===== config.mk =====
export PLATFORM = sky130hd
export DESIGN_NAME = psnc_cell
export DESIGN_NICKNAME = d
export VERILOG_FILES = /design/src/design/psnc_pkg.sv /design/src/design/psnc_cell.sv
export SDC_FILE = /design/constraint.sdc
export NUM_CORES = 1
export LEC_CHECK = 0
export ABC_AREA = 1
export BUFFER_PORTS_ARGS = -buffer_cell sky130_fd_sc_hd__buf_4
export CORE_MARGIN = 2
export CORE_UTILIZATION = 38
export DETAILED_ROUTE_END_ITERATION = 8
export PLACE_DENSITY = 0.75
export SKIP_LAST_GASP = 1
export SLEW_MARGIN = 20
export SYNTH_ARGS = -nofsm -noshare
export SYNTH_HDL_FRONTEND = slang
export SYNTH_SLANG_ARGS = --single-unit

===== constraint.sdc =====
create_clock -name aclk -period 0.8 [get_ports aclk]
set_input_delay 0.16 -clock aclk [delete_from_list [all_inputs] [get_ports aclk]]
set_output_delay 0.16 -clock aclk [all_outputs]
set_load 0.05 [all_outputs]

===== src/design/psnc_pkg.sv =====
// Shared types and constants for the palette shade nearest color block.
// No dependencies; every other file in this folder imports it.
`default_nettype none

package psnc_pkg;

    localparam int PALETTE_ENTRIES = 256;
    localparam int SHADE_LEVELS    = 128;

    localparam int PAL_IDX_W = (PALETTE_ENTRIES > 1) ? $clog2(PALETTE_ENTRIES) : 1;
    localparam int COMP_W    = 8;
    localparam int IDX_W     = 8;
    localparam int LVL_W     = 7;
    localparam int DIST_W    = 18;
    localparam int SQ_W      = 2 * COMP_W;

    localparam int SHADE_TOP   = SHADE_LEVELS - 1;
    localparam int PROD_W      = COMP_W + LVL_W;
    localparam int SCALE_SHIFT = 22;
    localparam int SCALE_RECIP = ((1 << SCALE_SHIFT) + SHADE_TOP - 1) / SHADE_TOP;
    localparam int RECIP_W     = $clog2(SCALE_RECIP + 1);
    localparam int MUL_W       = PROD_W + RECIP_W;

    localparam logic [1:0] REQ_LOAD   = 2'd0;
    localparam logic [1:0] REQ_DIRECT = 2'd1;
    localparam logic [1:0] REQ_SHADE  = 2'd2;

    typedef struct packed {
        logic [COMP_W-1:0] red;
        logic [COMP_W-1:0] green;
        logic [COMP_W-1:0] blue;
    } rgb_t;

    typedef struct packed {
        logic [1:0]        req_type;
        logic [IDX_W-1:0]  entry_index;
        logic [COMP_W-1:0] red;
        logic [COMP_W-1:0] green;
        logic [COMP_W-1:0] blue;
        logic [LVL_W-1:0]  shade_level;
    } in_word_t;

    typedef struct packed {
        logic [IDX_W-1:0]  best_index;
        logic [DIST_W-1:0] best_distance;
        logic [LVL_W-1:0]  shade_row;
    } out_word_t;

    typedef struct packed {
        logic clear;
        logic feed;
    } srch_ctl_t;

endpackage

`default_nettype wire


===== src/design/psnc_cell.sv =====
// One cell of the palette ring: holds one color, loads it, or takes its neighbor's.
// Depends on psnc_pkg.
`default_nettype none

module psnc_cell (
    input  wire logic           aclk,
    input  wire logic           aresetn,
    input  wire logic           load_en,
    input  wire psnc_pkg::rgb_t load_color,
    input  wire logic           shift_en,
    input  wire psnc_pkg::rgb_t next_color,
    output psnc_pkg::rgb_t      color
);
    import psnc_pkg::*;

    rgb_t color_reg;

    always_ff @(posedge aclk) begin
        if (!aresetn) begin
            color_reg <= '0;
        end else if (shift_en) begin
            color_reg <= next_color;
        end else if (load_en) begin
            color_reg <= load_color;
        end
    end

    assign color = color_reg;

endmodule

`default_nettype wire


==> results of run 1 <==
worst min-delay path, stage by stage:
cell	delay, ps
buf_4	70
nand2_1	40
nand3_1	70
nand2_1	40
inv_1	40
power groups by stage:
stage | sequential [W] | combinational, W | clock, W
2_1_floorplan | 0.00164 | 0.000294 | 0
3_3_place_gp | 0.00136 | 0.000921 | 0
3_5_place_dp | 0.00136 | 0.000929 | 0
4_1_cts | 0.00135 | 0.00105 | 0.000530
5_1_grt | 0.00137 | 0.00116 | 0.000579
6_report | 0.00136 | 0.00108 | 0.000508
area by class of cell:
| cell class | instances | area [um^2] | area share [%] |
|---|---|---|---|
| timing repair buffer | 90 | 866 | 40.4 |
| tap | 44 | 55.1 | 2.57 |
| inverter | 25 | 96.3 | 4.50 |
| sequential | 24 | 510 | 23.8 |
| multi-input combinational | 121 | 591 | 27.6 |
| clock buffer | 3 | 22.5 | 1.05 |
per-stage QoR:
stage	hold WS [ps]	setup TNS, ps	std cells
after detailed placement	462	-1950	295
after global placement	452	-1350	295
after floorplan	258	0	182
final	142	-4160	307
after global routing	149	-5080	307
after CTS	137	-4380	307
per-layer routing:
layer	share of wire [%]	track usage (%)
met5	0	0
met4	1.3	5.59
met3	10	3.84
met2	46	33.8
met1	42	22.4
logic make-up after synthesis:
logic type,synth area share [%]
buffers and inverters,15.8
DFF,39.1
and+or+nand+nor,45.2
cells in the mapped netlist:
library cell / n
nand2_2: 10
nand2_1: 62
nand3_1: 48
buf_2: 5
inv_4: 1
buf_6: 2
buf_12: 1
dfxtp_1: 24
nor2_8: 1
inv_1: 24
buf_4: 4
repair_timing:
action | CTS | global route
buffers inserted | 9 | 0
endpoints found under the setup margin | 24 | 32
hold buffers | 0 | 0
resized for setup | 35 | 16
pin swaps | 0 | 5
final timing paths:
kind | endpoint | slack [ps] | cells past startpoint
setup reg to reg | color[12] | 0 | 5
hold / removal | color[0] | 140 | 5
setup / recovery | color[12] | -180 | 1
hold reg to reg | color[7] | 560 | 4
==> out/metrics.cfg, run 1 <==
[floorplan]
initial_core_util_pct = 40.0
dieArea_um2 = 3710
pin_count = 76
core-area_um2 = 3080
fp.dieW_um = 60.9
die_y_um = 60.9
rows = 20

[cts]
htree_levels = 1
cts.sinks = 24
clk-insertion-delay-late_ps = 300
cts-buffers-inserted = 3
cts_buffer_depth = 2
cts_tree = done
cts-root-buf = clkbuf_4
clk_pin_slew_ps = 120

[critical_path]
path_cells = buf_8
startpoint = color[12]
path_class = flop to output pin
critPathArrivalTime_ps = 820
startpoint_type = flop
cpPeakStageDelay_ps = 380
cp.required_ps = 640
slowest_stage = dfxtp_2
r2r-start = color[12]
crit_family = flip-flops
end_kind = output pin
worstPathMaxFanout = 2
path_buf_inv = 1

[timing]
skew_ps = 0
drv_slew = 0
fin_ws_ps = -183
rsz0062_at_grt = true
max_slew_margin_pct = 83.4
max_freq_mhz = 1020
min_period_ps = 983
period_share_pct = 123
worst_pin_slew_ps = 249
finalHoldViolCount = 0
setup_violations = 25

[placed_design]
dp_slack_ps = -97.3
placed_cell_area_um2 = 1850
post-dp-hpwl_um = 2420
globalplace.congestion = 0.745
io_buffers = 75

[routing]
wirelength_um = 3430
drc_errors = 0
drt-pass1-iter-count = 5
drt-vias-per-instance = 4.58
post_drt_wl_per_cell_um = 11.2
ant_nets = 0
drtIter0Drc = 56
dr_total_vias = 1405

[cells_and_area]
synthToLayoutAreaGrowth_pct = 74.1
final_area_um2 = 2140
final_cell_mix = buf_4, nand2_1, nand3_1, inv_1, dfxtp_2
largest_reg_flops = 24
nets = 317
nFillCells = 264
drive_above_1_share_pct = 51.7
final_common_cell = buf_4
diodes = 0
utilization_pct = 69.6

[global_routing]
grt.total_usage_pct = 18.8
grt_antenna_before_repair = 0
grt_max_degree = 25
grt_pass1_vias = 1289
gr-total-overflow = 0
grt_pass1_wl_um = 5290

[pwr]
internal-power_w = 0.00199
peakVddDrop_uv = 588
seq_power_share_pct = 46.1
clockPowerShare_pct = 17.2
p_total_w = 0.00295
powerDensity_nw_per_um2 = 1380
power_frac_comb_pct = 36.7
p_sw_w = 0.000964
p_leak_nw = 1.22
swShare_pct = 32.7

[run]
drv_cap = 0

[worst_hold_path]
hold_path.class = primary input to flop
min_from = next_color[0]

[synth]
ys_ff_latch = 24
ys_types = 11
yosysTopAreaCell = dfxtp_1
synth_nets = 234
syn_inst = 182
netlist_area_um2 = 1230
synth-seq-area-share_pct = 39.1
avgSynthCellArea_um2 = 6.76
netlist.area_leader.share_pct = 39.1
ys_warn_count = 0
synth_area_leaders = dfxtp_1, nand3_1, nand2_1, inv_1, nand2_2

[outcome]
violations = setup timing
outcome = complete, but fails checks

Power figures use the tool's default switching activity.
==> run 2: changes to the inputs <==
==> constraint.sdc (replaced) <==
create_clock -name aclk -period 0.8 [get_ports aclk]
set_input_delay 0.16 -clock aclk [delete_from_list [all_inputs] [get_ports aclk]]
set_output_delay 0.16 -clock aclk [all_outputs]
set_load 0.005 [all_outputs]
==> run 2 against run 1 <==
Effect of this change: the flow still finishes with violations (setup timing); clock power shrank 0.8%; total power shrank 11%; critical path depth is the same; highest routed layer unchanged; flip-flop and latch count is the same; final area shrank 1.5%.
==> out/metrics.cfg, run 2 (synthesis gave the netlist of run 1 again) <==
[cells_and_area]
final_area_um2 = 2110
synthToLayoutAreaGrowth_pct = 71.4
nets = 322
nFillCells = 284
drive_above_1_share_pct = 53.0
ff_latch_area_um2 = 510
diodes = 0
final_cell_count_no_fill = 312
final_cell_mix = buf_4, nand2_1, nand3_1
largest_reg_flops = 24
final_common_cell = buf_4
multiInputGateArea_um2 = 596

[timing]
max_slew_margin_pct = 83.4
max_freq_mhz = 1090
skew_ps = 0
drv_slew = 0
fin_ws_ps = -118
min_period_ps = 918
holdWs_ps = 141
finalHoldViolCount = 0
rsz0062_at_grt = true
worst_pin_slew_ps = 249
period_share_pct = 115
setup_violations = 25

[critical_path]
slowest_stage = dfxtp_2
path_cells = buf_6
path_buf_inv = 1
cp.required_ps = 640
startpoint_type = flop
critPathArrivalTime_ps = 760
path_class = flop to output pin
end_kind = output pin
crit_family = flip-flops
worstPathMaxFanout = 2
cpPeakStageDelay_ps = 350

[global_routing]
gr-total-overflow = 0
grt.met1_usage_pct = 21.3
grt_pass1_vias = 1280
met3_usage_pct = 4.90
grt_max_degree = 25
use_met2_pct = 34.3
grt_antenna_before_repair = 0
busiest_layer = met2
grt_pass1_wl_um = 5280
grt.total_usage_pct = 18.9

[routing]
post_drt_wl_per_cell_um = 11.0
drtIter0Drc = 57
drt-pass1-iter-count = 6
wirelength_um = 3430
drc_errors = 0
drt-vias-per-instance = 4.53
dr_total_vias = 1413
ant_nets = 0

[cts]
cts-root-buf = clkbuf_4
cts_tree = done
clk-insertion-delay-late_ps = 300
cts.sinks = 24
cts_buffer_depth = 2
clk_pin_slew_ps = 120
htree_levels = 1
cts-buffers-inserted = 3

[floorplan]
initial_core_util_pct = 40.0
pin_count = 76
dieArea_um2 = 3710
die_y_um = 60.9
core-area_um2 = 3080
fp.dieW_um = 60.9
rows = 20

[pwr]
peakVddDrop_uv = 669
powerDensity_nw_per_um2 = 1250
p_leak_nw = 1.22

[outcome]
outcome = complete, but fails checks
violations = setup timing

[worst_hold_path]
hold_path.class = primary input to flop

[placed_design]
placed_cell_area_um2 = 1840
io_buffers = 75
post-place-cells = 298
post-dp-hpwl_um = 2420
globalplace.congestion = 0.751

[run]
drv_cap = 0

-- run 2: changes by cell type in the layout (fill, tap and decap cells not counted) --
cell and delta:
buf_8 -19, nand3_2 +1, nand3_1 -1, buf_4 +6, buf_6 +18
-- run 2: final cells by class --
type                            instances  area share, %
Timing Repair Buffer                   95           39.3
Clock buffer                            3           1.07
Multi-Input combinational cell        121           28.2
Inverter                               25           4.57
Sequential cell                        24           24.2
Tap cell                               44           2.61
-- run 2: timing repair --
item	in CTS	in global routing
setup buffers	10	1
pin swaps	0	2
hold buffers	0	0
setup endpoints to repair	24	32
resized for setup	48	8
-- run 2: path summary, 6_finish.rpt --
path	from	end	slack [ps]	cells past startpoint
max	color[13]	color[13]	-120	1
min	next_color[22]	color[22]	140	5
max reg2reg	color[19]	color[19]	-80	6
min reg2reg	color[7]	color[7]	550	4
-- run 2: layer usage --
metal | up-vias | wire, um
met3 | 2 | 361
met2 | 61 | 1690
met4 | 0 | 17
met1 | 619 | 1360
li1 | 731 | -
met5 | - | 0
-- run 2: worst reg2reg max path, cell delays in order, from the launching register on --
cell     delay, ps
dfxtp_2        350
buf_4          130
buf_4          120
nand2_2         60
nand3_2         50
nand2_1         50
inv_1           30
-- run 2: through the flow --
stage / utilization (%) / TNS (ps) / worst slack [ps] / power [W]
2_1_floorplan: - / 0 / 8.36 / 0.00164
3_3_place_gp: 59.9 / -1250 / -61.8 / 0.00200
3_5_place_dp: 59.9 / -1890 / -108 / 0.00201
4_1_cts: 67.0 / -2870 / -126 / 0.00263
5_1_grt: 68.5 / -3780 / -160 / 0.00280
6_report: 68.5 / -2720 / -118 / 0.00263
-- run 2: report_power, final --
part           total [W]  internal [W]  switching [W]
registers        0.00135       0.00129      0.0000566
logic           0.000779      0.000478       0.000302
clock network   0.000504      0.000175       0.000328
total            0.00263       0.00194       0.000687
