`src/design/psnc_pkg.sv`:
```
// Shared types and constants for the palette shade nearest color block.
// No dependencies; every other file in this folder imports it.
`default_nettype none

package psnc_pkg;

    localparam int PALETTE_ENTRIES = 256;
    localparam int SHADE_LEVELS    = 128;

    localparam int PAL_IDX_W = (PALETTE_ENTRIES > 1) ? $clog2(PALETTE_ENTRIES) : 1;
    localparam int COMP_W    = 8;
    localparam int IDX_W     = 8;
    localparam int LVL_W     = 7;
    localparam int DIST_W    = 18;
    localparam int SQ_W      = 2 * COMP_W;

    localparam int SHADE_TOP   = SHADE_LEVELS - 1;
    localparam int PROD_W      = COMP_W + LVL_W;
    localparam int SCALE_SHIFT = 22;
    localparam int SCALE_RECIP = ((1 << SCALE_SHIFT) + SHADE_TOP - 1) / SHADE_TOP;
    localparam int RECIP_W     = $clog2(SCALE_RECIP + 1);
    localparam int MUL_W       = PROD_W + RECIP_W;

    localparam logic [1:0] REQ_LOAD   = 2'd0;
    localparam logic [1:0] REQ_DIRECT = 2'd1;
    localparam logic [1:0] REQ_SHADE  = 2'd2;

    typedef struct packed {
        logic [COMP_W-1:0] red;
        logic [COMP_W-1:0] green;
        logic [COMP_W-1:0] blue;
    } rgb_t;

    typedef struct packed {
        logic [1:0]        req_type;
        logic [IDX_W-1:0]  entry_index;
        logic [COMP_W-1:0] red;
        logic [COMP_W-1:0] green;
        logic [COMP_W-1:0] blue;
        logic [LVL_W-1:0]  shade_level;
    } in_word_t;

    typedef struct packed {
        logic [IDX_W-1:0]  best_index;
        logic [DIST_W-1:0] best_distance;
        logic [LVL_W-1:0]  shade_row;
    } out_word_t;

    typedef struct packed {
        logic clear;
        logic feed;
    } srch_ctl_t;

endpackage

`default_nettype wire

```
`src/design/psnc_scale.sv`:
```
// Two-stage shade scaler: floor(component * level / SHADE_TOP) per component.
// Division by a constant via reciprocal multiply. Depends on psnc_pkg.
`default_nettype none

module psnc_scale (
    input  wire logic                       aclk,
    input  wire logic                       aresetn,
    input  wire logic                       go,
    input  wire psnc_pkg::rgb_t             src,
    input  wire logic [psnc_pkg::LVL_W-1:0] level,
    output wire logic                       done,
    output psnc_pkg::rgb_t                  scaled
);
    import psnc_pkg::*;

    function automatic logic [COMP_W-1:0] div_top(input logic [PROD_W-1:0] p);
        logic [MUL_W-1:0] m;
        begin
            m = MUL_W'(p) * MUL_W'(SCALE_RECIP);
            return m[SCALE_SHIFT +: COMP_W];
        end
    endfunction

    logic [PROD_W-1:0] prod_r_reg, prod_g_reg, prod_b_reg;
    logic              v1_reg, v2_reg;
    rgb_t              scaled_reg;

    always_ff @(posedge aclk) begin
        if (!aresetn) begin
            v1_reg <= 1'b0;
            v2_reg <= 1'b0;
        end else begin
            v1_reg <= go;
            v2_reg <= v1_reg;
        end
    end

    always_ff @(posedge aclk) begin
        prod_r_reg       <= PROD_W'(src.red)   * PROD_W'(level);
        prod_g_reg       <= PROD_W'(src.green) * PROD_W'(level);
        prod_b_reg       <= PROD_W'(src.blue)  * PROD_W'(level);
        scaled_reg.red   <= div_top(prod_r_reg);
        scaled_reg.green <= div_top(prod_g_reg);
        scaled_reg.blue  <= div_top(prod_b_reg);
    end

    assign done   = v2_reg;
    assign scaled = scaled_reg;

endmodule

`default_nettype wire

```
`config.mk`:
```
export PLATFORM = sky130hd
export DESIGN_NAME = psnc_scale
export DESIGN_NICKNAME = d
export VERILOG_FILES = /design/src/design/psnc_pkg.sv /design/src/design/psnc_scale.sv
export SDC_FILE = /design/constraint.sdc
export NUM_CORES = 1
export LEC_CHECK = 0
export BUFFER_PORTS_ARGS = -buffer_cell sky130_fd_sc_hd__buf_2
export CORE_ASPECT_RATIO = 1.25
export CORE_MARGIN = 5
export CORE_UTILIZATION = 32
export CTS_CLUSTER_SIZE = 14
export DETAILED_ROUTE_END_ITERATION = 16
export HOLD_SLACK_MARGIN = 0.12
export SYNTH_ARGS = -nofsm -noshare
export SYNTH_HDL_FRONTEND = slang
export SYNTH_SLANG_ARGS = --single-unit
```
`constraint.sdc`:
```
create_clock -name aclk -period 6.25 [get_ports aclk]
set_input_delay 0.9375 -clock aclk [delete_from_list [all_inputs] [get_ports aclk]]
set_output_delay 0.9375 -clock aclk [all_outputs]
set_load 0.005 [all_outputs]
```
==> flow_metrics.env, run 1 <==
export IMPL_r2r_end="scaled[7]"
export IMPL_hp_class="reg2reg"
export IMPL_drc=0
export IMPL_nets=1833
export IMPL_drv_slew=0
export IMPL_tns_ns=0
export IMPL_cts_sinks=71
export IMPL_grt_max_degree=25
export IMPL_skew_ns=0.00739
export IMPL_grt_remaining_overflow=0
export IMPL_ys_seq_area_share_pct=11.6
export IMPL_clock_fmax_mhz=213
export IMPL_final_hold_violation_count=0
export IMPL_r2r_start="prod_b_reg[13]"
export IMPL_yosysTopAreaCell="ha_1"
export IMPL_multiInputGateArea_um2=10000
export IMPL_ys_ff_latch=71
export IMPL_endpoint="scaled[7]"
export IMPL_numCtsBuffers=9
export IMPL_cts_tree="done"
export IMPL_synthCells=1249
export IMPL_n_fill_cell=3845
export IMPL_cap_violations=0
export IMPL_ys_warn_count=0
export IMPL_status="completed"
export IMPL_maxSlewHeadroom_pct=58.7
export IMPL_post_cts_resized=0
export IMPL_core_um2=38000
export IMPL_die_h_um=229
export IMPL_routedWlPerCell_um=13.6
export IMPL_avgSynthCellArea_um2=9.79
export IMPL_port_buffers=58
export IMPL_synth_top_area_share_pct=38.7
export IMPL_avgViaCountPerCell=4.73
export IMPL_end_kind="flop"
export IMPL_fp_dieW_um=185
export IMPL_postCtsSetupRepairBufs=0
export IMPL_drt_initial_drc_count=189
export IMPL_worstPathMaxFanout=4
export IMPL_die_area_um2=42300
export IMPL_cts_max_path_buffers=2
export IMPL_num_io_pins=59
export IMPL_clock_latency_ns=0.35
export IMPL_path_cells="inv_1, ha_1, inv_1, ha_1, inv_1, fa_1, fa_1, inv_1, ha_1, ha_1, ha_1, a2111oi_0, a2111oi_0, nand4b_1, a31oi_1, nand2b_1, xnor2_1"
export IMPL_num_vias=8532
export IMPL_reg2reg_depth=17
export IMPL_grt_pass1_vias=9234
export IMPL_netlist_area_um2=12200
export IMPL_synth_edf_count=0
export IMPL_period_share_pct=75.0
export IMPL_synth_distinct_cells=52
export IMPL_worstPathRequired_ns=6.52
export IMPL_startpoint_type="flop"
export IMPL_crit_arrival_ns=4.96
export IMPL_largest_reg_flops=24
export IMPL_worst_r2r_setup_slack_ns=1.56
export IMPL_finalCriticalPeriod_ns=4.69
export IMPL_initial_utilization_pct=32.2
export IMPL_grt_use_total_pct=12.4
export IMPL_synthToLayoutAreaGrowth_pct=9.35
export IMPL_synthFlopType="dfxtp_1"
export IMPL_cts_root_buf="clkbuf_16"
export IMPL_worst_slew_pin_slew_ns=0.603
export IMPL_setup_viol=0
export IMPL_rsz0062_at_grt="no"
export IMPL_startpoint="prod_b_reg[13]"
export IMPL_max_stage_delay_ns=0.56
export IMPL_clk_pin_slew_ns=0.06
export IMPL_routed_wl_um=24500
export IMPL_rows=80
export IMPL_crit_family="adder cells"
export IMPL_path_buf_inv=4
export IMPL_hold_buffers=0
export IMPL_crit_slowest_cell="a2111oi_0"
export IMPL_gp_congestion=0.822
export IMPL_grt_pass1_wl_um=43000
export IMPL_synth_nets=1778
export IMPL_worstSetupPathDepth=17
export IMPL_first_pass_iters=4
export IMPL_antenna_found_initial=4
export IMPL_path_common_cell="ha_1"
export IMPL_critPathKind="reg2reg"
export IMPL_seq_area_um2=1420
export IMPL_dp_hpwl_um=21400
export IMPL_htree_levels=3
export IMPL_synthTopCellsByArea="ha_1 39%, fa_1 19%, dfxtp_1 12%"
export IMPL_ant_nets=0
export IMPL_drive_gt1_share_pct=6.57
export IMPL_async_flop_share_pct=0
## worst min-delay path by stage
stage / cells after the start / end / startpoint / slack (ns)
6_report: 1 / done / v1_reg / 0.43
5_1_grt: 1 / done / v1_reg / 0.46
4_1_cts: 1 / done / v1_reg / 0.44
3_5_place_dp: 1 / done / v1_reg / 0.42
3_3_place_gp: 1 / done / v1_reg / 0.42
2_1_floorplan: 1 / done / v1_reg / 0.41
## cell families after synthesis
kind of cell,Yosys count,synth area share (%)
flops,71,11.6
buf+inv,209,6.41
compound gates,141,7.95
fa+ha+maj,495,57.8
simple gates,282,12.5
xor+xnor,51,3.65
## area by class of cell
| type | instances | area share, % |
|---|---|---|
| diodes | 3 | 0.0561 |
| clock buffers | 10 | 1.79 |
| clock inverters | 6 | 0.327 |
| inverters | 195 | 5.47 |
| multi-input cells | 969 | 75.0 |
| flip-flops and latches | 71 | 10.6 |
| well taps | 492 | 4.60 |
| repair buffers | 58 | 2.17 |
## through the flow
| stage | setup WS [ns] | utilization [%] | area, um2 | cells | hold WS (ns) |
|---|---|---|---|---|---|
| final | 1.56 | 35.2 | 13400 | 1804 | 0.432 |
| after global routing | 1.07 | 35.1 | 13400 | 1802 | 0.455 |
| after CTS | 1.56 | 35.1 | 13400 | 1801 | 0.437 |
| after detailed placement | 1.20 | 34.4 | 13100 | 1785 | 0.421 |
| after global placement | 1.23 | 34.4 | 13100 | 1785 | 0.416 |
| after floorplan | 1.49 | - | 12200 | 1249 | 0.412 |
## synthesized netlist by cell type, drive strengths merged (5+ instances only)
library cell and number:
dfxtp 71, o21bai 11, o21ai 20, fa 117, a21o 18, xor2 20, nand3 14, ha 378
xnor2 31, nand2 61, a2111oi 7, nor2 22, a41oi 6, and2 135, a31oi 5, nor3 17
nand2b 5, inv 195, nand4 8, clkbuf 14, a21oi 48
## cell usage in the layout, fill, tap and decap left out, types with 5 or more instances in the layout
cell type,n
inv_1,195
nand2_1,61
a31oi_1,5
nand2b_1,5
buf_2,58
ha_1,378
xnor2_1,31
o21ai_0,15
o21bai_1,11
xor2_1,20
nand3_1,14
nor3_1,17
and2_1,134
nand4_1,8
a21oi_1,48
fa_1,117
a2111oi_0,6
a21o_1,18
nor2_1,22
clkbuf_16,9
dfxtp_1,71
## layer usage
layer,global-route usage [%],share of wire [%],up-vias
li1,-,-,4317
met1,14.9,45,4112
met4,3.28,1.7,4
met2,22.6,51,70
met5,0,0.086,-
met3,1.94,2.6,29
Power of run 1 is not shown: default switching activity piles up to over one toggle a cycle in this logic, so the estimate is an artifact.
==> run 2, diff against run 1 <==
- clock period: 6.25 -> 4.44 ns (I/O delays scaled with it)
==> run 2 against run 1 <==
- non-clock buffer count is 62 higher
- die area stayed put
- clock skew is 0.0019 ns lower
- clock-buffer cell count is 1 higher
- flip-flop and latch count stayed put
- worst setup slack worse by 1.4 ns
- core utilization is 1.8 points higher
- register-to-register slack worse by 1.4 ns
- worst hold slack better by 0.0053 ns
- first-iteration DRC count is 9.5% higher
- critical path type unchanged
- critical endpoint is now scaled[3]
- highest routed layer unchanged
==> flow_metrics.env, run 2 (synthesis results as in run 1) <==
export IMPL_status="completed"
export IMPL_worstPathMaxFanout=3
export IMPL_crit_slowest_cell="fa_1"
export IMPL_synthToLayoutAreaGrowth_pct=15.0
export IMPL_drc=0
export IMPL_maxSlewHeadroom_pct=72.1
export IMPL_hp_class="reg2reg"
export IMPL_routedWlPerCell_um=13.5
export IMPL_cap_violations=0
export IMPL_cts_tree="done"
export IMPL_drv_slew=0
export IMPL_crit_arrival_ns=4.54
export IMPL_antenna_found_initial=7
export IMPL_die_h_um=229
export IMPL_crit_family="adder cells"
export IMPL_end_kind="flop"
export IMPL_numCtsBuffers=9
export IMPL_period_share_pct=95.9
export IMPL_grt_pass1_vias=9413
export IMPL_worstPathRequired_ns=4.73
export IMPL_grt_use_total_pct=12.5
export IMPL_drt_initial_drc_count=207
export IMPL_clock_fmax_mhz=235
export IMPL_final_hold_violation_count=0
export IMPL_routed_wl_um=25200
export IMPL_layout_common_cells="371 x ha_1, 195 x inv_1, 133 x and2_1"
export IMPL_cts_max_path_buffers=2
export IMPL_ant_nets=0
export IMPL_pre_cts_slack_ns=-0.116
export IMPL_gp_congestion=0.834
export IMPL_critPathKind="reg2reg"
export IMPL_clock_latency_ns=0.35
export IMPL_nets=1895
export IMPL_grt_pass1_wl_um=43600
export IMPL_htree_levels=3
export IMPL_setup_viol=0
export IMPL_num_io_pins=59
export IMPL_port_buffers=58
export IMPL_rows=80
export IMPL_startpoint_type="flop"
export IMPL_cts_root_buf="clkbuf_16"
export IMPL_first_pass_iters=4
export IMPL_path_cells="inv_1, ha_1, inv_1, ha_1, inv_1, fa_1, fa_1, inv_1, ha_1, ha_4, ha_1, nand4_1, nor4_2, nand4b_1, nand4b_1, buf_4, nand2_1, or3_1, nand2_1"
export IMPL_die_area_um2=42300
export IMPL_dp_hpwl_um=22400
export IMPL_clk_pin_slew_ns=0.06
export IMPL_drive_gt1_share_pct=12.3
export IMPL_cts_sinks=71
export IMPL_n_fill_cell=3838
export IMPL_skew_ns=0.00548
export IMPL_fp_dieW_um=185
export IMPL_core_um2=38000
export IMPL_avgViaCountPerCell=4.73
export IMPL_grt_max_degree=19
export IMPL_grt_remaining_overflow=0
export IMPL_max_stage_delay_ns=0.51
export IMPL_largest_reg_flops=24
export IMPL_final_common_cell="ha_1"
export IMPL_finalCriticalPeriod_ns=4.26
export IMPL_worst_slew_pin_slew_ns=0.408
export IMPL_setup_ws_ns=0.182
export IMPL_path_buf_inv=5
export IMPL_num_vias=8823
export IMPL_initial_utilization_pct=32.2
[run 2: cell types whose count changed in the layout (fill, tap and decap cells not counted), moves of 2 or more]
cell,change
a2111oi_2,+3
bufinv_16,+2
clkinvlp_4,-4
a2111oi_0,-5
dfxtp_1,-2
a2111oi_4,+2
buf_4,+62
ha_1,-7
dfxtp_2,+2
ha_4,+6
[run 2: timing repair]
item,4_1_cts,5_1_grt
pin swaps,0,10
resized for setup,1,24
setup buffers,0,2
hold buffers,0,0
setup endpoints to repair,3,17
[run 2: layout make-up]
cell class / instances / area (um2) / area share (%)
repair buffers: 120 / 756 / 5.37
inverters: 195 / 732 / 5.20
flip-flops and latches: 71 / 1420 / 10.1
well taps: 492 / 616 / 4.38
diodes: 3 / 7.51 / 0.0534
multi-input cells: 969 / 10200 / 72.5
clock buffers: 11 / 253 / 1.80
clock inverters: 5 / 78.8 / 0.560
[run 2: worst reg2reg max path: cells and delay by family (launching register included)]
kind / cells / cell delay [ns]
buf+inv: 5 / 0.36
fa+ha+maj: 7 / 2.09
flops: 1 / 0.35
simple gates: 7 / 1.39
[run 2: through the flow]
stage | std cells | instance area, um2 | hold slack (ns) | TNS [ns] | util (%)
floorplan | 1249 | 12300 | 0.412 | 0 | -
global placement | 1845 | 13600 | 0.418 | -0.373 | 35.6
detailed placement | 1845 | 13600 | 0.427 | -0.786 | 35.6
CTS | 1861 | 13900 | 0.441 | 0 | 36.5
global route | 1864 | 14100 | 0.471 | -0.0192 | 37.0
finish | 1866 | 14100 | 0.438 | 0 | 37.0
[run 2: routing by layer]
layer	vias up	GRT usage, %	share of wire [%]
li1	4445	-	-
met1	4251	15.0	44
met2	85	22.8	51
met3	36	2.04	2.8
met4	6	3.33	2.0
met5	-	0	0.15
[run 2: final timing paths]
kind	to	from	cells past startpoint	slack [ns]
max	scaled[3]	prod_b_reg[13]	19	0.18
max reg2reg	scaled[3]	prod_b_reg[13]	19	0.18
min reg2reg	done	v1_reg	1	0.44
min	done	v1_reg	1	0.44
Power of run 2 is left out for the same reason.
