[src/design/psnc_pkg.sv]
// Shared types and constants for the palette shade nearest color block.
// No dependencies; every other file in this folder imports it.
`default_nettype none

package psnc_pkg;

    localparam int PALETTE_ENTRIES = 256;
    localparam int SHADE_LEVELS    = 128;

    localparam int PAL_IDX_W = (PALETTE_ENTRIES > 1) ? $clog2(PALETTE_ENTRIES) : 1;
    localparam int COMP_W    = 8;
    localparam int IDX_W     = 8;
    localparam int LVL_W     = 7;
    localparam int DIST_W    = 18;
    localparam int SQ_W      = 2 * COMP_W;

    localparam int SHADE_TOP   = SHADE_LEVELS - 1;
    localparam int PROD_W      = COMP_W + LVL_W;
    localparam int SCALE_SHIFT = 22;
    localparam int SCALE_RECIP = ((1 << SCALE_SHIFT) + SHADE_TOP - 1) / SHADE_TOP;
    localparam int RECIP_W     = $clog2(SCALE_RECIP + 1);
    localparam int MUL_W       = PROD_W + RECIP_W;

    localparam logic [1:0] REQ_LOAD   = 2'd0;
    localparam logic [1:0] REQ_DIRECT = 2'd1;
    localparam logic [1:0] REQ_SHADE  = 2'd2;

    typedef struct packed {
        logic [COMP_W-1:0] red;
        logic [COMP_W-1:0] green;
        logic [COMP_W-1:0] blue;
    } rgb_t;

    typedef struct packed {
        logic [1:0]        req_type;
        logic [IDX_W-1:0]  entry_index;
        logic [COMP_W-1:0] red;
        logic [COMP_W-1:0] green;
        logic [COMP_W-1:0] blue;
        logic [LVL_W-1:0]  shade_level;
    } in_word_t;

    typedef struct packed {
        logic [IDX_W-1:0]  best_index;
        logic [DIST_W-1:0] best_distance;
        logic [LVL_W-1:0]  shade_row;
    } out_word_t;

    typedef struct packed {
        logic clear;
        logic feed;
    } srch_ctl_t;

endpackage

`default_nettype wire

[src/design/psnc_dist.sv]
// Two-stage squared RGB distance and running minimum, lowest index wins ties.
// Depends on psnc_pkg.
`default_nettype none

module psnc_dist (
    input  wire logic                           aclk,
    input  wire logic                           aresetn,
    input  wire psnc_pkg::srch_ctl_t            ctl,
    input  wire logic [psnc_pkg::PAL_IDX_W-1:0] idx,
    input  wire psnc_pkg::rgb_t                 entry,
    input  wire psnc_pkg::rgb_t                 target,
    output wire logic [psnc_pkg::PAL_IDX_W-1:0] best_idx,
    output wire logic [psnc_pkg::DIST_W-1:0]    best_dist
);
    import psnc_pkg::*;

    function automatic logic [SQ_W-1:0] sq_diff(input logic [COMP_W-1:0] a,
                                                 input logic [COMP_W-1:0] b);
        logic [COMP_W-1:0] d;
        begin
            d = (a > b) ? (a - b) : (b - a);
            return SQ_W'(d) * SQ_W'(d);
        end
    endfunction

    logic [SQ_W-1:0]      sq_r_reg, sq_g_reg, sq_b_reg;
    logic [PAL_IDX_W-1:0] idx1_reg;
    logic                 v1_reg;
    logic [PAL_IDX_W-1:0] best_idx_reg;
    logic [DIST_W-1:0]    best_dist_reg;
    logic [DIST_W-1:0]    sum;

    assign sum = DIST_W'(sq_r_reg) + DIST_W'(sq_g_reg) + DIST_W'(sq_b_reg);

    always_ff @(posedge aclk) begin
        sq_r_reg <= sq_diff(entry.red,   target.red);
        sq_g_reg <= sq_diff(entry.green, target.green);
        sq_b_reg <= sq_diff(entry.blue,  target.blue);
        idx1_reg <= idx;
    end

    always_ff @(posedge aclk) begin
        if (!aresetn) begin
            v1_reg        <= 1'b0;
            best_idx_reg  <= '0;
            best_dist_reg <= '1;
        end else if (ctl.clear) begin
            v1_reg        <= 1'b0;
            best_idx_reg  <= '0;
            best_dist_reg <= '1;
        end else begin
            v1_reg <= ctl.feed;
            if (v1_reg && (sum < best_dist_reg)) begin
                best_idx_reg  <= idx1_reg;
                best_dist_reg <= sum;
            end
        end
    end

    assign best_idx  = best_idx_reg;
    assign best_dist = best_dist_reg;

    a_min_never_grows: assert property (@(posedge aclk) disable iff (!aresetn)
        !ctl.clear |=> best_dist_reg <= $past(best_dist_reg))
        else $error("running minimum increased without clear");

endmodule

`default_nettype wire

[config.mk]
export PLATFORM = sky130hd
export DESIGN_NAME = psnc_dist
export DESIGN_NICKNAME = d
export VERILOG_FILES = /design/src/design/psnc_pkg.sv /design/src/design/psnc_dist.sv
export SDC_FILE = /design/constraint.sdc
export NUM_CORES = 1
export LEC_CHECK = 0
export ABC_CLOCK_PERIOD_IN_PS = 10030
export BUFFER_PORTS_ARGS = -buffer_cell sky130_fd_sc_hd__buf_4
export CAP_MARGIN = 20
export CORE_AREA = 8 8 106 181
export DETAILED_ROUTE_END_ITERATION = 10
export DIE_AREA = 0 0 114 189
export GPL_TIMING_DRIVEN = 0
export PLACE_DENSITY = 0.81
export SLEW_MARGIN = 30
export SYNTH_ARGS = -nofsm -noshare
export SYNTH_HDL_FRONTEND = slang
export SYNTH_SLANG_ARGS = --single-unit
[constraint.sdc]
create_clock -name aclk -period 10.03 [get_ports aclk]
set_clock_uncertainty 0.15 [all_clocks]
set_input_delay 2.006 -clock aclk [delete_from_list [all_inputs] [get_ports aclk]]
set_output_delay 2.006 -clock aclk [all_outputs]
set_load 0.02 [all_outputs]
==> results of run 1 <==
[cell families (layout without fill, tap and decap cells)]
| family | Yosys count | in the layout | share of synthesized area (%) |
|---|---|---|---|
| buf+inv | 250 | 351 | 9.40 |
| fa+ha+maj | 263 | 263 | 39.5 |
| flops | 80 | 80 | 15.7 |
| simple gates | 233 | 233 | 10.8 |
| compound gates | 211 | 211 | 13.7 |
| other cells | 2 | 3 | 0.0738 |
| mux | 39 | 39 | 3.96 |
| xor+xnor | 77 | 77 | 6.85 |
[layer usage]
metal  vias to the layer above  GRT usage [%]  routed length, µm
li1                       3963              -                  -
met1                      3824           18.3               7560
met2                       187           40.0              11600
met3                        65           3.54                782
met4                         0           10.7               1040
met5                         -              0                  0
[through the flow]
stage               worst slack [ns]  cell area (µm²)  cells
floorplan                       1.97            10200   1156
global placement                1.21            11100   1468
detailed placement              1.16            11100   1468
CTS                             1.49            11400   1484
global route                    1.26            11400   1484
finish                          1.63            11400   1484
[cells in the final DEF (no fill, tap or decap), types with 24 or more instances in the layout]
master,synthesis,final
inv_1,220,220
ha_1,166,166
nor2_1,108,108
fa_1,97,97
buf_4,0,85
dfxtp_1,80,80
a21oi_1,65,65
xnor2_1,54,53
nand2_1,39,39
a21o_1,38,38
mux2i_1,38,38
o21ai_0,24,24
[how the worst min path moves through the flow]
stage	to	slack (ns)	cells after the start
3_3_place_gp	best_idx[7]	0.29	2
4_1_cts	best_idx[1]	0.33	2
2_1_floorplan	best_idx[0]	0.29	2
5_1_grt	best_idx[2]	0.35	2
6_report	best_idx[1]	0.32	2
3_5_place_dp	best_idx[2]	0.30	2
[area by class of cell]
class,instances,area [µm²]
fillers,1357,5290
inverters,220,826
plain buffers,30,131
clock inverters,6,83.8
multi-input cells,826,7630
repair buffers,85,638
clock buffers,10,229
flip-flops and latches,80,1600
well taps,227,284
[critical path, delay by kind of cell]
family          cells  cell delay, ns
mux                 1            0.24
buf+inv             7            0.77
fa+ha+maj           6            2.68
xor+xnor            1            0.46
simple gates        3            1.15
compound gates      6            1.19
==> flow_metrics.env, run 1 <==
export IMPL_crit_path_start="entry[8]"
export IMPL_wl_um=21000
export IMPL_rsz0062_at_grt="no"
export IMPL_worstPathArrival_ns=8.51
export IMPL_placement_io_buffers=85
export IMPL_critPathCapture="sq_g_reg[12]"
export IMPL_synth_edf_count=0
export IMPL_fmax_mhz=119
export IMPL_die_h_um=189
export IMPL_syn_inst=1155
export IMPL_fin_tns_setup_ns=0
export IMPL_max_stage_delay_ns=0.63
export IMPL_synthArstFlopShare_pct=0
export IMPL_cts_max_path_buffers=2
export IMPL_drv_cap=0
export IMPL_synth_most_common_cell="inv_1"
export IMPL_htree_num_levels=3
export IMPL_drc=0
export IMPL_ys_types=63
export IMPL_syn_to_final_growth_pct=12.2
export IMPL_final_util_pct=68.4
export IMPL_grt_pass1_wl_um=35800
export IMPL_hp_class="reg2reg"
export IMPL_min_from="idx1_reg[1]"
export IMPL_synth_top_area_share_pct=20.4
export IMPL_clk_pin_slew_ns=0.05
export IMPL_seq_area_frac_synth_pct=15.7
export IMPL_critical_path_endpoint_type="flip-flop"
export IMPL_dr_pass1_iters=7
export IMPL_slew_limit_headroom_pct=35.1
export IMPL_period_share_pct=83.7
export IMPL_clock_sinks=80
export IMPL_r2r_end="best_dist[6]"
export IMPL_initial_core_util_pct=60.9
export IMPL_crit_fanout=10
export IMPL_r2r_slack_ns=5.00
export IMPL_wl_per_cell_um=14.2
export IMPL_ant_nets=0
export IMPL_synth_area_um2=10200
export IMPL_track_usage_pct=20.1
export IMPL_synth_main_ff_cell="dfxtp_1"
export IMPL_detailedPlacementHpwl_um=17700
export IMPL_period_minus_slack_ns=8.40
export IMPL_syn_area_per_cell_um2=8.81
export IMPL_layout_nets=1575
export IMPL_path_class="in2reg"
export IMPL_clk_latency_ns=0.34
export IMPL_slowest_stage="or4b_2"
export IMPL_largest_reg_flops=18
export IMPL_cp_required_ns=10.14
export IMPL_ioPinCount=86
export IMPL_avgViaCountPerCell=5.42
export IMPL_holdWs_ns=0.317
export IMPL_grt_max_degree=14
export IMPL_antenna_found_initial=0
export IMPL_synth_commonest_cells="220 x inv_1, 166 x ha_1, 108 x nor2_1, 97 x fa_1, 80 x dfxtp_1"
export IMPL_drive_above_1_share_pct=11.9
export IMPL_ys_ff_latch=80
export IMPL_dieWidth_um=114
export IMPL_post_cts_buffers=0
export IMPL_coreArea_um2=16700
export IMPL_drt_iter0_markers=244
export IMPL_rows=63
export IMPL_ff2ff_path_depth=16
export IMPL_cts_tree="done"
export IMPL_status="finished clean"
export IMPL_hold_violations=0
export IMPL_dieArea_um2=21500
export IMPL_synthTopCellsByArea="ha_1 20%, fa_1 19%, dfxtp_1 16%"
export IMPL_final_setup_viol_count=0
export IMPL_startpoint_type="input port"
export IMPL_crit_reg2reg_launch="sq_g_reg[3]"
export IMPL_diodes=0
export IMPL_cts_buffers=9
export IMPL_netlist_top_cell_by_area="ha_1"
export IMPL_place_gp_congestion=0.872
export IMPL_cts_root_buf="clkbuf_16"
export IMPL_slew_violations=0
export IMPL_postCtsResizedCells=0
export IMPL_tightest_slew_ns=0.949
export IMPL_cts_hold_fix_buffers=0
export IMPL_vias=8039
export IMPL_yosys_warnings=0
export IMPL_overflow=0
export IMPL_grt_pass1_vias=8485
export IMPL_crit_path_cell_trace="buf_4 > inv_1 > ha_1 > clkbuf_1 > and4_2 > o2bb2ai_1 > a31o_1 > buf_6 > mux2i_4 > xor2_2 > or2_1 > inv_1 > fa_1 > fa_1 > inv_1 > fa_1 > fa_1 > inv_1 > ha_1 > o21a_1 > o31a_1 > o31ai_1 > or4b_2 > o211ai_1"
Power of run 1 is not shown: default switching activity piles up to over one toggle a cycle in this logic, so the estimate is an artifact.
==> inputs of run 2 (changes only) <==
ABC_AREA = 1   (was default)
ABC_CLOCK_PERIOD_IN_PS = 7890   (was 10030)
CORE_AREA = 8 8 111 189   (was 8 8 106 181)
DIE_AREA = 0 0 119 197   (was 0 0 114 189)
PLACE_DENSITY = 0.82   (was 0.81)
clock period = 7.89 ns   (was 10.03 ns; I/O delays follow)
==> flow_metrics.env, run 2 <==
export IMPL_final_setup_viol_count=0
export IMPL_avgViaCountPerCell=5.12
export IMPL_fin_tns_setup_ns=0
export IMPL_crit_family="adder cells"
export IMPL_synth_edf_count=0
export IMPL_clk_pin_slew_ns=0.06
export IMPL_synth_top_area_share_pct=18.2
export IMPL_layout_cells_most_common="nand2_1"
export IMPL_coreArea_um2=18400
export IMPL_period_minus_slack_ns=6.86
export IMPL_slowest_stage="fa_1"
export IMPL_path_buf_inv=8
export IMPL_clk_latency_ns=0.34
export IMPL_cp_required_ns=7.97
export IMPL_path_class="in2reg"
export IMPL_holdWs_ns=0.323
export IMPL_period_share_pct=86.9
export IMPL_vias=9985
export IMPL_use_met2_pct=42.8
export IMPL_min_from="best_idx[1]"
export IMPL_final_cell_mix="394 x nand2_1, 352 x inv_1, 166 x ha_1"
export IMPL_slew_limit_headroom_pct=60.8
export IMPL_yosys_warnings=0
export IMPL_rows=66
export IMPL_clock_sinks=80
export IMPL_startpoint_type="input port"
export IMPL_overflow=0
export IMPL_dieArea_um2=23400
export IMPL_grt_use_met1_pct=19.4
export IMPL_grt_pass1_vias=10200
export IMPL_crit_reg2reg_launch="sq_g_reg[4]"
export IMPL_ys_ff_latch=80
export IMPL_rsz0062_at_grt="no"
export IMPL_grt_pass1_wl_um=41800
export IMPL_antenna_found_initial=0
export IMPL_postCtsResizedCells=0
export IMPL_syn_to_final_growth_pct=10.8
export IMPL_synthTopCellsByArea="ha_1 18%, fa_1 17%, dfxtp_1 14%"
export IMPL_ant_nets=0
export IMPL_crit_fanout=10
export IMPL_cts_max_path_buffers=2
export IMPL_htree_num_levels=3
export IMPL_cts_root_buf="clkbuf_16"
export IMPL_tightest_slew_ns=0.583
export IMPL_wl_per_cell_um=12.5
export IMPL_cts_buffers=9
export IMPL_fmax_mhz=146
export IMPL_synth_most_common_cell="nand2_1"
export IMPL_synth_commonest_cells="394 x nand2_1, 352 x inv_1, 166 x ha_1, 130 x nor2_1, 97 x fa_1"
export IMPL_detailedPlacementHpwl_um=21100
export IMPL_post_cts_buffers=0
export IMPL_max_stage_delay_ns=0.56
export IMPL_synth_area_um2=11400
export IMPL_initial_core_util_pct=61.9
export IMPL_ioPinCount=86
export IMPL_ys_types=39
export IMPL_die_h_um=197
export IMPL_worstPathArrival_ns=6.94
export IMPL_hold_violations=0
export IMPL_drc=0
export IMPL_synthArstFlopShare_pct=0
export IMPL_synth_main_ff_cell="dfxtp_1"
export IMPL_drt_iter0_markers=448
export IMPL_placement_io_buffers=85
export IMPL_cts_tree="done"
export IMPL_dr_pass1_iters=5
export IMPL_drv_cap=0
export IMPL_wl_um=24300
export IMPL_seq_area_frac_synth_pct=14.0
export IMPL_status="finished clean"
export IMPL_drive_above_1_share_pct=11.9
export IMPL_top_usage_layer="met2"
export IMPL_diodes=0
export IMPL_largest_reg_flops=18
export IMPL_use_met3_pct=3.15
export IMPL_track_usage_pct=21.0
export IMPL_crit_path_start="entry[8]"
export IMPL_grt_max_degree=14
export IMPL_layout_nets=2030
export IMPL_hp_class="reg2reg"
export IMPL_netlist_top_cell_by_area="ha_1"
export IMPL_place_gp_congestion=0.890
export IMPL_cts_hold_fix_buffers=0
export IMPL_slew_violations=0
export IMPL_syn_inst=1610
export IMPL_critical_path_endpoint_type="flip-flop"
export IMPL_dieWidth_um=119
export IMPL_syn_area_per_cell_um2=7.08
[run 2: cell types whose count changed in the layout (fill, tap and decap cells not counted), sizes merged, moves of 10 or more]
cell    before  now
a211oi      10    0
a21o        39    3
a31oi       13    0
clkbuf      30   12
inv        220  372
mux2i       39    0
nand2       39  435
nand3        4   92
nor2       110  145
o21a        13    2
or2         21    3
xnor2       54   24
xor2        23   34
[run 2: final cells by class]
type	instances	area [µm²]
Clock inverter	6	60.1
Multi-Input combinational cell	1146	8330
Timing Repair Buffer	85	638
Tap cell	238	298
Sequential cell	80	1600
Buffer	13	67.6
Inverter	372	1410
Clock buffer	10	229
Fill cell	1584	5780
[run 2: worst reg2reg max path, cell delays in order (launching register included)]
cell and delay, ns:
dfxtp_1 0.40, fa_1 0.45, ha_1 0.34, a21oi_1 0.13
o21ai_0 0.22, nand3_1 0.18, nand3_1 0.12, nand2_1 0.08
nand2_1 0.11, ha_1 0.32, nand2_1 0.05, inv_1 0.08
nand3_1 0.10, nor3_1 0.39, nand2_2 0.26, nand2_4 0.18
inv_2 0.10, buf_4 0.18, nand2_1 0.06, nand3_1 0.07
[run 2: per-stage QoR]
step	std cells	setup slack, ns	cell area (µm²)	utilization, %
2_1_floorplan	1611	1.28	11400	-
3_3_place_gp	1934	0.773	12300	67.0
3_5_place_dp	1934	0.668	12300	67.0
4_1_cts	1950	1.03	12600	68.6
5_1_grt	1950	0.586	12600	68.6
6_report	1950	1.03	12600	68.6
[run 2: kinds of logic after synthesis]
group                    after synthesis  share of synthesized area (%)
adder cells (fa/ha/maj)              263                           35.2
flip-flops                            80                           14.0
other                                  2                         0.0658
AND/OR/NAND/NOR                      697                           26.8
buffers and inverters                385                           12.9
AO/OA/AOI/OAI                        125                           6.46
XOR/XNOR                              58                           4.45
[run 2: routing by layer]
layer,vias up,wire length (µm)
li1,5067,-
met1,4650,8860
met2,200,13700
met3,68,761
met4,0,1010
met5,-,0
[run 2: worst paths after layout]
kind / to / slack, ns / depth (start not counted)
max reg2reg: best_dist[11] / 3.78 / 19
min reg2reg: best_idx[1] / 0.32 / 2
min: best_idx[1] / 0.32 / 2
max: sq_g_reg[13] / 1.03 / 30
Power of run 2 is left out for the same reason.
==> inputs of run 3 (changes only) <==
CORE_AREA = 8 8 144 146   (was 8 8 111 189)
DIE_AREA = 0 0 152 154   (was 0 0 119 197)
PLACE_DENSITY = 0.89   (was 0.82)
==> flow_metrics.env, run 3 (synthesized netlist as in run 2, its figures left out) <==
export IMPL_use_met3_pct=2.83
export IMPL_hp_class="reg2reg"
export IMPL_initial_core_util_pct=61.8
export IMPL_slowest_stage="fa_1"
export IMPL_vias=10100
export IMPL_rsz0062_at_grt="no"
export IMPL_crit_family="adder cells"
export IMPL_clk_latency_ns=0.34
export IMPL_hold_violations=0
export IMPL_dr_pass1_iters=6
export IMPL_use_met2_pct=40.4
export IMPL_postCtsResizedCells=0
export IMPL_drt_iter0_markers=506
export IMPL_status="finished clean"
export IMPL_worstPathArrival_ns=7.08
export IMPL_ioPinCount=86
export IMPL_die_h_um=154
export IMPL_dieWidth_um=152
export IMPL_cts_max_path_buffers=2
export IMPL_cts_root_buf="clkbuf_16"
export IMPL_slew_limit_headroom_pct=63.8
export IMPL_clock_sinks=80
export IMPL_tightest_slew_ns=0.538
export IMPL_layout_cells_most_common="nand2_1"
export IMPL_grt_use_met1_pct=24.4
export IMPL_fin_tns_setup_ns=0
export IMPL_wl_per_cell_um=12.6
export IMPL_largest_reg_flops=18
export IMPL_grt_pass1_vias=10300
export IMPL_detailedPlacementHpwl_um=20800
export IMPL_place_gp_congestion=0.867
export IMPL_critical_path_endpoint_type="flip-flop"
export IMPL_syn_to_final_growth_pct=10.8
export IMPL_ant_nets=0
export IMPL_antenna_found_initial=0
export IMPL_crit_fanout=10
export IMPL_drv_cap=0
export IMPL_final_cell_mix="394 x nand2_1, 352 x inv_1, 166 x ha_1"
export IMPL_path_class="in2reg"
export IMPL_fmax_mhz=143
export IMPL_drc=0
export IMPL_dieArea_um2=23400
export IMPL_post_cts_buffers=0
export IMPL_clk_pin_slew_ns=0.06
export IMPL_cp_required_ns=7.97
export IMPL_max_stage_delay_ns=0.56
export IMPL_track_usage_pct=21.6
export IMPL_drive_above_1_share_pct=11.9
export IMPL_period_share_pct=88.7
export IMPL_top_usage_layer="met2"
export IMPL_avgViaCountPerCell=5.17
export IMPL_cts_buffers=9
export IMPL_overflow=0
export IMPL_grt_max_degree=14
export IMPL_slew_violations=0
export IMPL_path_buf_inv=6
export IMPL_rows=50
export IMPL_layout_nets=2030
export IMPL_final_setup_viol_count=0
export IMPL_coreArea_um2=18500
export IMPL_cts_hold_fix_buffers=0
export IMPL_htree_num_levels=3
export IMPL_diodes=0
export IMPL_period_minus_slack_ns=7.00
export IMPL_startpoint_type="input port"
export IMPL_placement_io_buffers=85
export IMPL_cts_tree="done"
export IMPL_grt_pass1_wl_um=43500
export IMPL_wl_um=24600
## run 3: changes by cell type in the layout (fill, tap and decap cells not counted)
cell	delta
clkbuf_8	+1
clkbuf_1	-1
clkinv_2	-2
clkinvlp_4	+1
## run 3: worst reg2reg max path: stages, from the launching register on
cell     delay [ns]
dfxtp_1        0.37
fa_1           0.44
ha_1           0.39
nand2_1        0.09
nand2_1        0.07
inv_1          0.07
nor2_1         0.05
o21ai_0        0.23
nand3_1        0.14
nand2_1        0.08
nand2_1        0.10
ha_1           0.33
nand2_1        0.07
inv_1          0.08
nand3_1        0.09
nor3_1         0.27
nand2_2        0.23
nand2_4        0.17
inv_2          0.09
buf_4          0.18
nand2_1        0.08
nand3_1        0.07
## run 3: metal layers
| metal | part of all wire, % | up-vias |
|---|---|---|
| li1 | - | 5071 |
| met1 | 42 | 4671 |
| met2 | 51 | 256 |
| met3 | 3.9 | 61 |
| met4 | 3.0 | 0 |
| met5 | 0 | - |
## run 3: worst paths after layout
check,from,endpoint,slack (ns),depth (start not counted)
max,entry[16],sq_r_reg[13],0.89,28
min,best_idx[6],best_idx[6],0.32,2
max reg2reg,sq_g_reg[6],best_dist[16],3.91,21
min reg2reg,best_idx[6],best_idx[6],0.32,2
## run 3: area by class of cell
| class | count | area, µm² |
|---|---|---|
| multi-input cells | 1146 | 8330 |
| fillers | 1466 | 5820 |
| flip-flops and latches | 80 | 1600 |
| inverters | 372 | 1410 |
| repair buffers | 85 | 638 |
| well taps | 234 | 293 |
| clock buffers | 10 | 239 |
| plain buffers | 13 | 67.6 |
| clock inverters | 5 | 57.6 |
## run 3: stage by stage
step                instances  utilization, %  worst slack [ns]  hold slack, ns  area (µm²)
finish                   1945            68.5             0.891           0.323       12600
global route             1945            68.5             0.527           0.359       12600
CTS                      1945            68.5             0.947           0.326       12600
detailed placement       1930            66.9             0.675           0.313       12300
global placement         1930            66.9             0.793           0.304       12300
floorplan                1611               -              1.28           0.357       11400
Power of run 3 is left out for the same reason.
